$ cat config.mk
export PLATFORM = sky130hd
export DESIGN_NAME = heq_div
export DESIGN_NICKNAME = d
export VERILOG_FILES = /design/src/rtl/heq_pkg.sv /design/src/rtl/heq_div.sv
export SDC_FILE = /design/constraint.sdc
export NUM_CORES = 1
export LEC_CHECK = 0
export ABC_AREA = 0
export BUFFER_PORTS_ARGS = -buffer_cell sky130_fd_sc_hd__buf_4
export CORE_MARGIN = 3
export CORE_UTILIZATION = 45
export DETAILED_ROUTE_END_ITERATION = 8
export PLACE_DENSITY = 0.68
export SYNTH_ARGS = -nofsm -noshare
export SYNTH_HDL_FRONTEND = slang
export SYNTH_SLANG_ARGS = --single-unit
$ cat constraint.sdc
create_clock -name i_clk -period 2.76 [get_ports i_clk]
set_clock_uncertainty 0.05 [all_clocks]
set_input_delay 0.138 -clock i_clk [delete_from_list [all_inputs] [get_ports i_clk]]
set_output_delay 0.138 -clock i_clk [all_outputs]
set_load 0.005 [all_outputs]
$ cat src/rtl/heq_pkg.sv
`timescale 1ns / 1ps
`default_nettype none
package heq_pkg;

    localparam int LEVELS    = 256;
    localparam int LEVEL_W   = 8;
    localparam int SUM_W     = 21;
    localparam int NUM_W     = SUM_W + LEVEL_W;
    localparam int CFG_W     = 11;
    localparam int DIV_W     = 2 * CFG_W;
    localparam int CFG_IDX_W = 1;

    localparam logic [CFG_IDX_W-1:0] CFG_FRAME_WIDTH  = 1'd0;
    localparam logic [CFG_IDX_W-1:0] CFG_FRAME_HEIGHT = 1'd1;

    localparam logic [SUM_W-1:0] SUM_MAX = {SUM_W{1'b1}};

    localparam logic signed [10:0] K_YR = 11'sd66;
    localparam logic signed [10:0] K_YG = 11'sd129;
    localparam logic signed [10:0] K_YB = 11'sd25;
    localparam logic signed [10:0] K_UR = -11'sd38;
    localparam logic signed [10:0] K_UG = -11'sd74;
    localparam logic signed [10:0] K_UB = 11'sd112;
    localparam logic signed [10:0] K_VR = 11'sd122;
    localparam logic signed [10:0] K_VG = -11'sd94;
    localparam logic signed [10:0] K_VB = -11'sd18;
    localparam logic signed [10:0] K_RY = 11'sd298;
    localparam logic signed [10:0] K_RU = 11'sd0;
    localparam logic signed [10:0] K_RV = 11'sd409;
    localparam logic signed [10:0] K_GY = 11'sd298;
    localparam logic signed [10:0] K_GU = -11'sd100;
    localparam logic signed [10:0] K_GV = -11'sd208;
    localparam logic signed [10:0] K_BY = 11'sd298;
    localparam logic signed [10:0] K_BU = 11'sd516;
    localparam logic signed [10:0] K_BV = 11'sd0;

    localparam logic signed [9:0] OFS_Y  = 10'sd16;
    localparam logic signed [9:0] OFS_C  = 10'sd128;
    localparam logic signed [9:0] OFS_0  = 10'sd0;

    typedef enum logic [2:0] {
        ST_IDLE,
        ST_YUV,
        ST_RD,
        ST_MUL,
        ST_CHK,
        ST_DIV,
        ST_RGB
    } t_state;

    typedef struct packed {
        logic             start;
        logic [NUM_W-1:0] dividend;
        logic [DIV_W-1:0] divisor;
    } t_div_req;

    typedef struct packed {
        logic               done;
        logic [LEVEL_W-1:0] quotient;
    } t_div_rsp;

    // Weighted sum of three terms, rounded, floored by 256, offset and clipped to 8 bits.
    function automatic logic [7:0] lin3(
        input logic signed [10:0] k0,
        input logic signed [10:0] k1,
        input logic signed [10:0] k2,
        input logic signed [9:0]  a0,
        input logic signed [9:0]  a1,
        input logic signed [9:0]  a2,
        input logic signed [9:0]  ofs
    );
        logic signed [19:0] s;
        logic [7:0]         res;
        s = 20'(k0) * 20'(a0) + 20'(k1) * 20'(a1) + 20'(k2) * 20'(a2) + 20'sd128;
        s = (s >>> 8) + 20'(ofs);
        if (s < 20'sd0) begin
            res = 8'd0;
        end else if (s > 20'sd255) begin
            res = 8'd255;
        end else begin
            res = s[7:0];
        end
        return res;
    endfunction

endpackage
`default_nettype wire

$ cat src/rtl/heq_div.sv
`timescale 1ns / 1ps
`default_nettype none
// Restoring divider, one quotient bit per cycle; caller guarantees quotient < 256.
module heq_div (
    input  wire logic              i_clk,
    input  wire logic              i_rst_n,
    input  wire heq_pkg::t_div_req i_req,
    output heq_pkg::t_div_rsp      o_rsp
);

    localparam int CNT_W = $clog2(heq_pkg::LEVEL_W + 1);

    logic                          r_busy, n_busy;
    logic [CNT_W-1:0]              r_cnt, n_cnt;
    logic [heq_pkg::DIV_W-1:0]     r_rem, n_rem;
    logic [heq_pkg::LEVEL_W-1:0]   r_low, n_low;
    logic [heq_pkg::LEVEL_W-1:0]   r_quo, n_quo;
    logic [heq_pkg::DIV_W-1:0]     r_div, n_div;
    logic                          r_done, n_done;
    logic [heq_pkg::DIV_W:0]       w_trial;

    always_comb begin
        n_busy  = r_busy;
        n_cnt   = r_cnt;
        n_rem   = r_rem;
        n_low   = r_low;
        n_quo   = r_quo;
        n_div   = r_div;
        n_done  = 1'b0;
        w_trial = {r_rem, r_low[heq_pkg::LEVEL_W-1]};
        if (i_req.start) begin
            n_busy = 1'b1;
            n_cnt  = CNT_W'(heq_pkg::LEVEL_W);
            n_rem  = heq_pkg::DIV_W'(i_req.dividend[heq_pkg::NUM_W-1:heq_pkg::LEVEL_W]);
            n_low  = i_req.dividend[heq_pkg::LEVEL_W-1:0];
            n_div  = i_req.divisor;
            n_quo  = '0;
        end else if (r_busy) begin
            // shift in next dividend bit, subtract when it fits
            if (w_trial >= {1'b0, r_div}) begin
                n_rem = heq_pkg::DIV_W'(w_trial - {1'b0, r_div});
                n_quo = {r_quo[heq_pkg::LEVEL_W-2:0], 1'b1};
            end else begin
                n_rem = w_trial[heq_pkg::DIV_W-1:0];
                n_quo = {r_quo[heq_pkg::LEVEL_W-2:0], 1'b0};
            end
            n_low = {r_low[heq_pkg::LEVEL_W-2:0], 1'b0};
            n_cnt = r_cnt - CNT_W'(1);
            if (r_cnt == CNT_W'(1)) begin
                n_busy = 1'b0;
                n_done = 1'b1;
            end
        end
    end

    always_ff @(posedge i_clk) begin
        if (!i_rst_n) begin
            r_busy <= 1'b0;
            r_done <= 1'b0;
            r_cnt  <= '0;
        end else begin
            r_busy <= n_busy;
            r_done <= n_done;
            r_cnt  <= n_cnt;
        end
        r_rem <= n_rem;
        r_low <= n_low;
        r_quo <= n_quo;
        r_div <= n_div;
    end

    assign o_rsp.done     = r_done;
    assign o_rsp.quotient = r_quo;

endmodule
`default_nettype wire

==> out/metrics.yaml, run 1 <==
outcome:
  status: "finished, final reports clean"
final_layout:
  drive_gt1_frac: 0.299
  fillers: 696
  fin_nets: 609
  diodes: 0
  instances_no_fill: 640
  fin_area_um2: 5450
  syn2layout_area_growth_pct: 35.2
  multi_input_comb_area_um2: 2040
  ff_latch_area_um2: 1830
yosys:
  ys_warn_count: 0
  synthFlopType: "edfxtp_1"
  syn_avg_cell_area_um2: 9.85
  syn_area_um2: 4030
  synth_top_area_share: 0.380
  synth-edff-count: 51
  synthTopCellsByArea: "edfxtp_1 (38%), dfxtp_1 (7.5%), ha_1 (7.5%), nand2_1 (4.1%), nor2_1 (4.0%)"
  synthArstFlopShare: 0
  yosysTopAreaCell: "edfxtp_1"
  synth-seq-area-share: 0.455
  ys_seq_elements: 66
  netlist_top_cells_count: "edfxtp_1 (51), nand2_1 (44), nor2_1 (43), inv_1 (32), a21oi_1 (25)"
  yosysUniqueCellTypes: 57
  synth_most_common_cell: "edfxtp_1"
  syn_inst: 409
  synth_nets: 488
worst_setup_path:
  r2r_slack_ns: 0.07
  cp_max_fo: 4
  cp_data_arrival_time_ns: 2.74
  reg2regPathDepth: 11
  reg2reg_to: "r_rem[16]$_DFFE_PP_"
  start_kind: "flip-flop"
  r2r_start: "r_low[7]$_DFFE_PP_"
  crit_type: "reg2reg"
  cp.required_ns: 2.81
  crit_path_end_kind: "flip-flop"
floorplan:
  core-area_um2: 8460
  initial_utilization: 0.476
  die_x_um: 101
  fp.dieH_um: 101
  ios: 63
  die_area_um2: 10100
  num_rows: 33
global_routing:
  met3_usage: 0.0332
  met1_usage: 0.276
  grt_overflow: 0
  grtUsageMet2: 0.341
  grt_busiest_layer: "met2"
  antenna_found_initial: 0
  track_usage: 0.208
  grt_pass1_vias: 3532
  grt_max_degree: 31
  grt_pass1_wl_um: 16500
sta:
  slew_headroom: 0.685
  final_max_slew_viol_count: 0
  tightest_slew_ns: 0.469
  hold_viol_final: 0
  final-setup-viol-count: 0
  fmax_mhz: 371
  timing.final.crit_share: 0.976
  rsz0062_at_grt: "yes"
  setup_ws_ns: 0.0655
  period_minus_slack_ns: 2.69
  fin_setup_tns_ns: 0
min_path:
  min_path_cells: 2
  holdPathEnd: "r_low[0]$_SDFFCE_PN0P_"
  hold_path.class: "in2reg"
  min_from: "i_req[22]"
drt:
  drtIter0Drc: 155
  wl_per_cell_um: 15.9
  drt-pass1-iter-count: 4
  num_vias: 3471
  routed_wl_um: 10200
  via_per_inst: 5.42
  postRouteAntennaNets: 0
  drc: 0
job:
  max-cap-violations: 0
power:
  p_per_area_nw_per_um2: 841
  p_leak_nw: 2.32
  peakVddDrop_mv: 0.353
place:
  io_buffers: 62
  gp_congestion: 0.903
  dp_hpwl_um: 7320
  placedCellCount: 592
  post-place-ws_ns: -0.0192
  place_area_um2: 4790
clocking:
  cts_max_level: 3
  insertion_delay_ns: 0.35
  root_buffer: "clkbuf_8"
  cts_inserted_buffers: 9
  clk_pin_slew_ns: 0.08
  numClockSinks: 66
  cts_buffer_depth: 2
  cts_tree: "done"
==> routing by layer <==
metal	routed length, um	part of all wire
met1	4670	0.46
met2	4840	0.48
met3	558	0.055
met4	117	0.011
met5	0	0
==> cell type report <==
| class | count | share of cell area |
|---|---|---|
| Clock buffer | 11 | 0.0319 |
| Clock inverter | 5 | 0.0106 |
| Inverter | 32 | 0.0221 |
| Multi-Input combinational cell | 290 | 0.375 |
| Sequential cell | 66 | 0.336 |
| Tap cell | 105 | 0.0241 |
| Timing Repair Buffer | 131 | 0.199 |
==> power breakdown <==
group          internal, W  switching, W  total [W]
Clock             0.000525      0.000389   0.000914
Combinational      0.00114       0.00118    0.00232
Sequential         0.00127     0.0000843    0.00135
==> layout by cell type, fill, tap and decap left out, types with 6 or more instances in the layout <==
master / netlist / routed
a21oi_1: 25 / 23
a31oi_1: 12 / 12
buf_4: 4 / 103
clkbuf_8: 0 / 9
dfxtp_1: 15 / 15
dlygate4sd3_1: 0 / 23
edfxtp_1: 51 / 51
ha_1: 24 / 19
inv_1: 32 / 31
mux2_2: 10 / 9
mux2i_1: 9 / 9
nand2_1: 44 / 43
nand3_1: 6 / 6
nand4_1: 6 / 6
nor2_1: 43 / 41
nor3_1: 7 / 7
o21ai_0: 12 / 8
xnor2_1: 15 / 15
==> worst max-delay path by stage <==
stage | from | to | cells past startpoint
floorplan | r_low[7]$_DFFE_PP_ | r_rem[12]$_DFFE_PP_ | 10
global placement | r_low[7]$_DFFE_PP_ | r_rem[16]$_DFFE_PP_ | 11
detailed placement | r_low[7]$_DFFE_PP_ | r_rem[16]$_DFFE_PP_ | 11
CTS | r_rem[19]$_DFFE_PP_ | r_rem[6]$_DFFE_PP_ | 10
global route | r_low[7]$_DFFE_PP_ | r_rem[16]$_DFFE_PP_ | 11
finish | r_low[7]$_DFFE_PP_ | r_rem[16]$_DFFE_PP_ | 11
==> critical path, cell delays in order (launching register included) <==
cell       delay [ns]
edfxtp_1         0.36
inv_1            0.05
ha_2             0.19
fa_2             0.41
nor2b_2          0.15
o2111ai_2        0.15
and4_1           0.22
o31ai_2          0.21
buf_4            0.18
mux2_4           0.30
nand4_1          0.10
a2bb2oi_1        0.07
==> repair_timing <==
action | in CTS | in global routing
hold buffers | 23 | 0
setup endpoints to repair | 5 | 20
gates resized for setup | 3 | 27
buffers inserted | 0 | 8
hold endpoints to repair | 24 | 0
gates cloned | 0 | 1
pin swaps | 1 | 16
==> kinds of logic after synthesis <==
kind of cell	Yosys count	share of synthesized area
buf+inv	53	0.0587
mux	19	0.0503
simple gates	136	0.163
fa+ha+maj	25	0.0795
compound gates	92	0.154
xor+xnor	18	0.0391
flops	66	0.455
==> flip-flops by register name, summed over array words and instances (netlist names) <==
signal and cells:
r_busy 1, r_cnt 4, r_div 22, r_done 1, r_low 8, r_quo 8, r_rem 22
==> through the flow <==
| stage | utilization | hold slack (ns) | total power [W] |
|---|---|---|---|
| global route | 0.643 | 0.0227 | 0.00487 |
| detailed placement | 0.566 | 0.267 | 0.00334 |
| floorplan | - | 0.187 | 0.00270 |
| CTS | 0.621 | 0.00778 | 0.00430 |
| finish | 0.643 | 0.0257 | 0.00458 |
| global placement | 0.566 | 0.266 | 0.00332 |
Power figures use the tool's default switching activity.
==> run 2: changes to the inputs <==
--- a/config.mk
+++ b/config.mk
@@ -10,7 +10,9 @@
 export CORE_MARGIN = 3
 export CORE_UTILIZATION = 45
 export DETAILED_ROUTE_END_ITERATION = 8
+export GPL_ROUTABILITY_DRIVEN = 0
 export PLACE_DENSITY = 0.68
+export SETUP_SLACK_MARGIN = 0.5
 export SYNTH_ARGS = -nofsm -noshare
 export SYNTH_HDL_FRONTEND = slang
 export SYNTH_SLANG_ARGS = --single-unit
==> out/metrics.yaml, run 2 (synthesized netlist as in run 1, its figures left out) <==
outcome:
  status: "finished, final reports clean"
clocking:
  clk_pin_slew_ns: 0.08
  cts_inserted_buffers: 9
  numClockSinks: 66
  cts_buffer_depth: 2
  root_buffer: "clkbuf_8"
  cts_tree: "done"
  cts_max_level: 3
  insertion_delay_ns: 0.35
power:
  internal_power_w: 0.00323
  p_leak_nw: 2.45
  peakVddDrop_mv: 0.466
  p_sw_w: 0.00199
  p_per_area_nw_per_um2: 878
  sw_frac_of_total: 0.381
  p_clk_frac: 0.177
  seqPwrFrac: 0.265
  combPwrFrac: 0.558
global_routing:
  antenna_found_initial: 0
  grt_overflow: 0
  grt_pass1_vias: 3535
  grt_pass1_wl_um: 16800
  grt_max_degree: 31
  track_usage: 0.209
floorplan:
  num_rows: 33
  fp.dieH_um: 101
  core-area_um2: 8460
  die_area_um2: 10100
  die_x_um: 101
  initial_utilization: 0.476
  ios: 63
sta:
  slew_headroom: 0.484
  final-setup-viol-count: 0
  period_minus_slack_ns: 2.59
  rsz0062_at_grt: "yes"
  hold_viol_final: 0
  tightest_slew_ns: 0.773
  final_max_slew_viol_count: 0
  fmax_mhz: 386
  timing.final.crit_share: 0.938
final_layout:
  final_common_cell: "buf_4"
  drive_gt1_frac: 0.398
  fin_nets: 619
  instances_no_fill: 650
  final_util: 0.703
  layout.cells.most_common_list: "buf_4 (104), edfxtp_1 (51), nor2_1 (42)"
  diodes: 0
  top_regs: "r_div: 22 flops, r_rem: 22 flops"
  syn2layout_area_growth_pct: 47.6
drt:
  postRouteAntennaNets: 0
  via_per_inst: 5.59
  wl_per_cell_um: 16.5
  drtIter0Drc: 204
  drt-pass1-iter-count: 5
  num_vias: 3631
  routed_wl_um: 10800
  drc: 0
worst_setup_path:
  crit_path_end_kind: "flip-flop"
  reg2regPathDepth: 10
  reg2reg_to: "r_rem[13]$_DFFE_PP_"
  start_kind: "flip-flop"
  cp_max_fo: 6
  setup.worst_path.start: "r_rem[18]$_DFFE_PP_"
  r2r_slack_ns: 0.17
  crit_end: "r_rem[13]$_DFFE_PP_"
  crit_type: "reg2reg"
  r2r_start: "r_rem[18]$_DFFE_PP_"
  cp_data_arrival_time_ns: 2.62
  cp.required_ns: 2.79
min_path:
  hold_path.class: "in2reg"
place:
  dp_hpwl_um: 6620
  io_buffers: 62
  placedCellCount: 565
job:
  max-cap-violations: 0
==> run 2: changes by cell type in the layout (fill, tap and decap cells not counted), moves of 5 or more <==
cell     before  now
ha_4          1   15
nand2_1      43   34
ha_1         19    6
nand2_4       1    8
buf_6         2    7
==> run 2: power groups by stage <==
stage	sequential (W)	combinational (W)	clock, W
2_1_floorplan	0.00135	0.00155	0
3_3_place_gp	0.00137	0.00184	0
3_5_place_dp	0.00138	0.00187	0
4_1_cts	0.00137	0.00256	0.000934
5_1_grt	0.00139	0.00313	0.000987
6_report	0.00138	0.00292	0.000924
==> run 2: how the worst min path moves through the flow <==
stage | from | to | cells past startpoint
after detailed placement | i_req[11] | r_div[11]$_DFFE_PP_ | 1
after global routing | i_req[22] | r_low[0]$_SDFFCE_PN0P_ | 2
after global placement | i_req[10] | r_div[10]$_DFFE_PP_ | 1
after floorplan | i_req[0] | r_div[0]$_DFFE_PP_ | 0
final | i_req[22] | r_low[0]$_SDFFCE_PN0P_ | 2
after CTS | i_req[22] | r_low[0]$_SDFFCE_PN0P_ | 2
==> run 2: repair_timing <==
action,4_1_cts,5_1_grt
hold endpoints to repair,23,0
endpoints found under the setup margin,23,23
buffers inserted,26,18
gates cloned,2,0
pin swaps,19,16
hold buffers,23,0
resized for setup,51,24
==> run 2: cell type report <==
| class | count | area [um^2] |
|---|---|---|
| Timing Repair Buffer | 139 | 1170 |
| Sequential cell | 66 | 1830 |
| Multi-Input combinational cell | 292 | 2470 |
| Clock inverter | 7 | 101 |
| Inverter | 32 | 120 |
| Tap cell | 105 | 131 |
| Clock buffer | 9 | 124 |
| Fill cell | 590 | 2520 |
==> run 2: critical path: stages (launching register included) <==
cell      delay (ns)
edfxtp_1        0.45
ha_4            0.31
nand4b_1        0.14
buf_6           0.16
nor4_4          0.18
buf_4           0.18
a31oi_4         0.10
o21ai_4         0.16
and2_4          0.29
mux2i_2         0.23
o21ai_1         0.08
==> run 2: metrics by stage <==
stage | setup WS, ns | power, W | hold slack, ns | TNS, ns | instance area [um^2]
4_1_cts | 0.163 | 0.00487 | 0.00376 | 0 | 5690
6_report | 0.170 | 0.00522 | 0.0124 | 0 | 5950
2_1_floorplan | 0.337 | 0.00290 | 0.187 | 0 | 4210
3_3_place_gp | 0.0794 | 0.00321 | 0.266 | 0 | 4740
3_5_place_dp | -0.0161 | 0.00325 | 0.267 | -0.0409 | 4740
5_1_grt | 0.0915 | 0.00551 | 0.00549 | 0 | 5950
==> run 2: routing by layer <==
| metal | GRT usage | routed length (um) | share of wire |
|---|---|---|---|
| met5 | 0 | 0 | 0 |
| met4 | 0.0611 | 208 | 0.019 |
| met3 | 0.0471 | 493 | 0.046 |
| met2 | 0.347 | 5230 | 0.49 |
| met1 | 0.272 | 4810 | 0.45 |
==> run 3: changes to the inputs <==
--- a/config.mk
+++ b/config.mk
@@ -12,6 +12,7 @@
 export DETAILED_ROUTE_END_ITERATION = 8
 export GPL_ROUTABILITY_DRIVEN = 0
 export PLACE_DENSITY = 0.68
+export RECOVER_POWER = 50
 export SETUP_SLACK_MARGIN = 0.5
 export SYNTH_ARGS = -nofsm -noshare
 export SYNTH_HDL_FRONTEND = slang
==> out/metrics.yaml, run 3 (synthesized netlist as in run 1, its figures left out) <==
clocking:
  insertion_delay_ns: 0.35
  root_buffer: "clkbuf_8"
  cts_buffer_depth: 2
  cts_tree: "done"
  cts_max_level: 3
  clk_pin_slew_ns: 0.08
  numClockSinks: 66
  cts_inserted_buffers: 9
power:
  finalPower_w: 0.00522
  peakVddDrop_mv: 0.465
  p_per_area_nw_per_um2: 879
  p_leak_nw: 2.43
global_routing:
  grt_pass1_vias: 3535
  grt_max_degree: 31
  grt_overflow: 0
  grt_pass1_wl_um: 16800
  antenna_found_initial: 0
  track_usage: 0.209
worst_setup_path:
  cp_data_arrival_time_ns: 2.63
  cp.required_ns: 2.75
  start_kind: "flip-flop"
  crit_type: "reg2reg"
  reg2reg_to: "r_rem[13]$_DFFE_PP_"
  r2r_start: "r_rem[18]$_DFFE_PP_"
  crit_path_end_kind: "flip-flop"
  reg2regPathDepth: 10
  r2r_slack_ns: 0.12
  cp_max_fo: 6
place:
  post-place-ws_ns: -0.0161
  place_area_um2: 4740
  dp_hpwl_um: 6620
  io_buffers: 62
drt:
  num_vias: 3631
  drtIter0Drc: 210
  routed_wl_um: 10800
  drt-pass1-iter-count: 5
  wl_per_cell_um: 16.5
  postRouteAntennaNets: 0
  drc: 0
  via_per_inst: 5.59
final_layout:
  layout.cells.most_common_list: "buf_4 (75), edfxtp_1 (51), nor2_1 (42)"
  final_util: 0.702
  fin_nets: 619
  top_regs: "r_div: 22 flops, r_rem: 22 flops"
  final_common_cell: "buf_4"
  syn2layout_area_growth_pct: 47.5
  diodes: 0
  fin_area_um2: 5940
  drive_gt1_frac: 0.394
floorplan:
  initial_utilization: 0.476
  die_area_um2: 10100
  num_rows: 33
  core-area_um2: 8460
  fp.dieH_um: 101
  die_x_um: 101
  ios: 63
sta:
  final_max_slew_viol_count: 28
  final-setup-viol-count: 0
  slew_headroom: -0.0394
  fmax_mhz: 379
  timing.final.crit_share: 0.955
  period_minus_slack_ns: 2.64
  setup_ws_ns: 0.125
  hold_viol_final: 0
  tightest_slew_ns: 1.56
  rsz0062_at_grt: "yes"
outcome:
  violations: "max-capacitance violations, max-slew violations"
  status: "complete, but fails checks"
min_path:
  hold_path.class: "in2reg"
  min_path_cells: 2
  holdPathEnd: "r_low[0]$_SDFFCE_PN0P_"
  min_from: "i_req[22]"
job:
  max-cap-violations: 1
[run 3: how the worst max path moves through the flow]
stage,from,end,slack [ns],cells after the start
finish,r_rem[18]$_DFFE_PP_,r_rem[13]$_DFFE_PP_,0.12,10
CTS,r_low[7]$_DFFE_PP_,r_rem[18]$_DFFE_PP_,0.16,10
global route,r_rem[18]$_DFFE_PP_,r_rem[13]$_DFFE_PP_,0.04,10
global placement,r_rem[13]$_DFFE_PP_,r_rem[9]$_DFFE_PP_,0.08,8
floorplan,r_low[7]$_DFFE_PP_,r_rem[12]$_DFFE_PP_,0.34,10
detailed placement,r_rem[13]$_DFFE_PP_,r_rem[17]$_DFFE_PP_,-0.02,8
[run 3: cell type report]
type | instances | area (um^2)
tap | 105 | 131
inverter | 32 | 120
fill | 592 | 2520
sequential | 66 | 1830
clock buffer | 9 | 124
clock inverter | 7 | 101
multi-input combinational | 292 | 2470
timing repair buffer | 139 | 1160
[run 3: per-stage QoR]
step	hold slack (ns)	setup TNS (ns)	cells
floorplan	0.187	0	409
detailed placement	0.267	-0.0409	565
CTS	0.00376	0	632
finish	0.0102	0	650
global route	0.00549	0	650
global placement	0.266	0	565
[run 3: per-layer routing]
metal  global-route usage  up-vias  wire [um]  part of all wire
met5                    0        -          0                 0
met4               0.0611        0        201             0.019
met3               0.0471       17        578             0.054
met2                0.347      127       5210              0.48
met1                0.272     1729       4770              0.44
li1                     -     1758          -                 -
[run 3: worst max-delay path, stage by stage, from the launching register on]
cell,delay (ns)
edfxtp_1,0.45
ha_4,0.31
nand4b_1,0.14
buf_6,0.16
nor4_4,0.18
buf_4,0.18
a31oi_4,0.10
o21ai_4,0.16
and2_4,0.29
mux2i_2,0.23
o21ai_1,0.08
[run 3: where the power goes]
part / switching (W) / internal [W]
clock: 0.000408 / 0.000516
combinational: 0.00147 / 0.00145
sequential: 0.000115 / 0.00127
[run 3: timing repair]
item                       in CTS  in global routing
hold endpoints to repair       23                  0
gates cloned                    2                  0
gates resized for setup        51                 24
buffers inserted               26                 18
setup endpoints to repair      23                 23
hold buffers                   23                  0
pin swaps                      19                 16
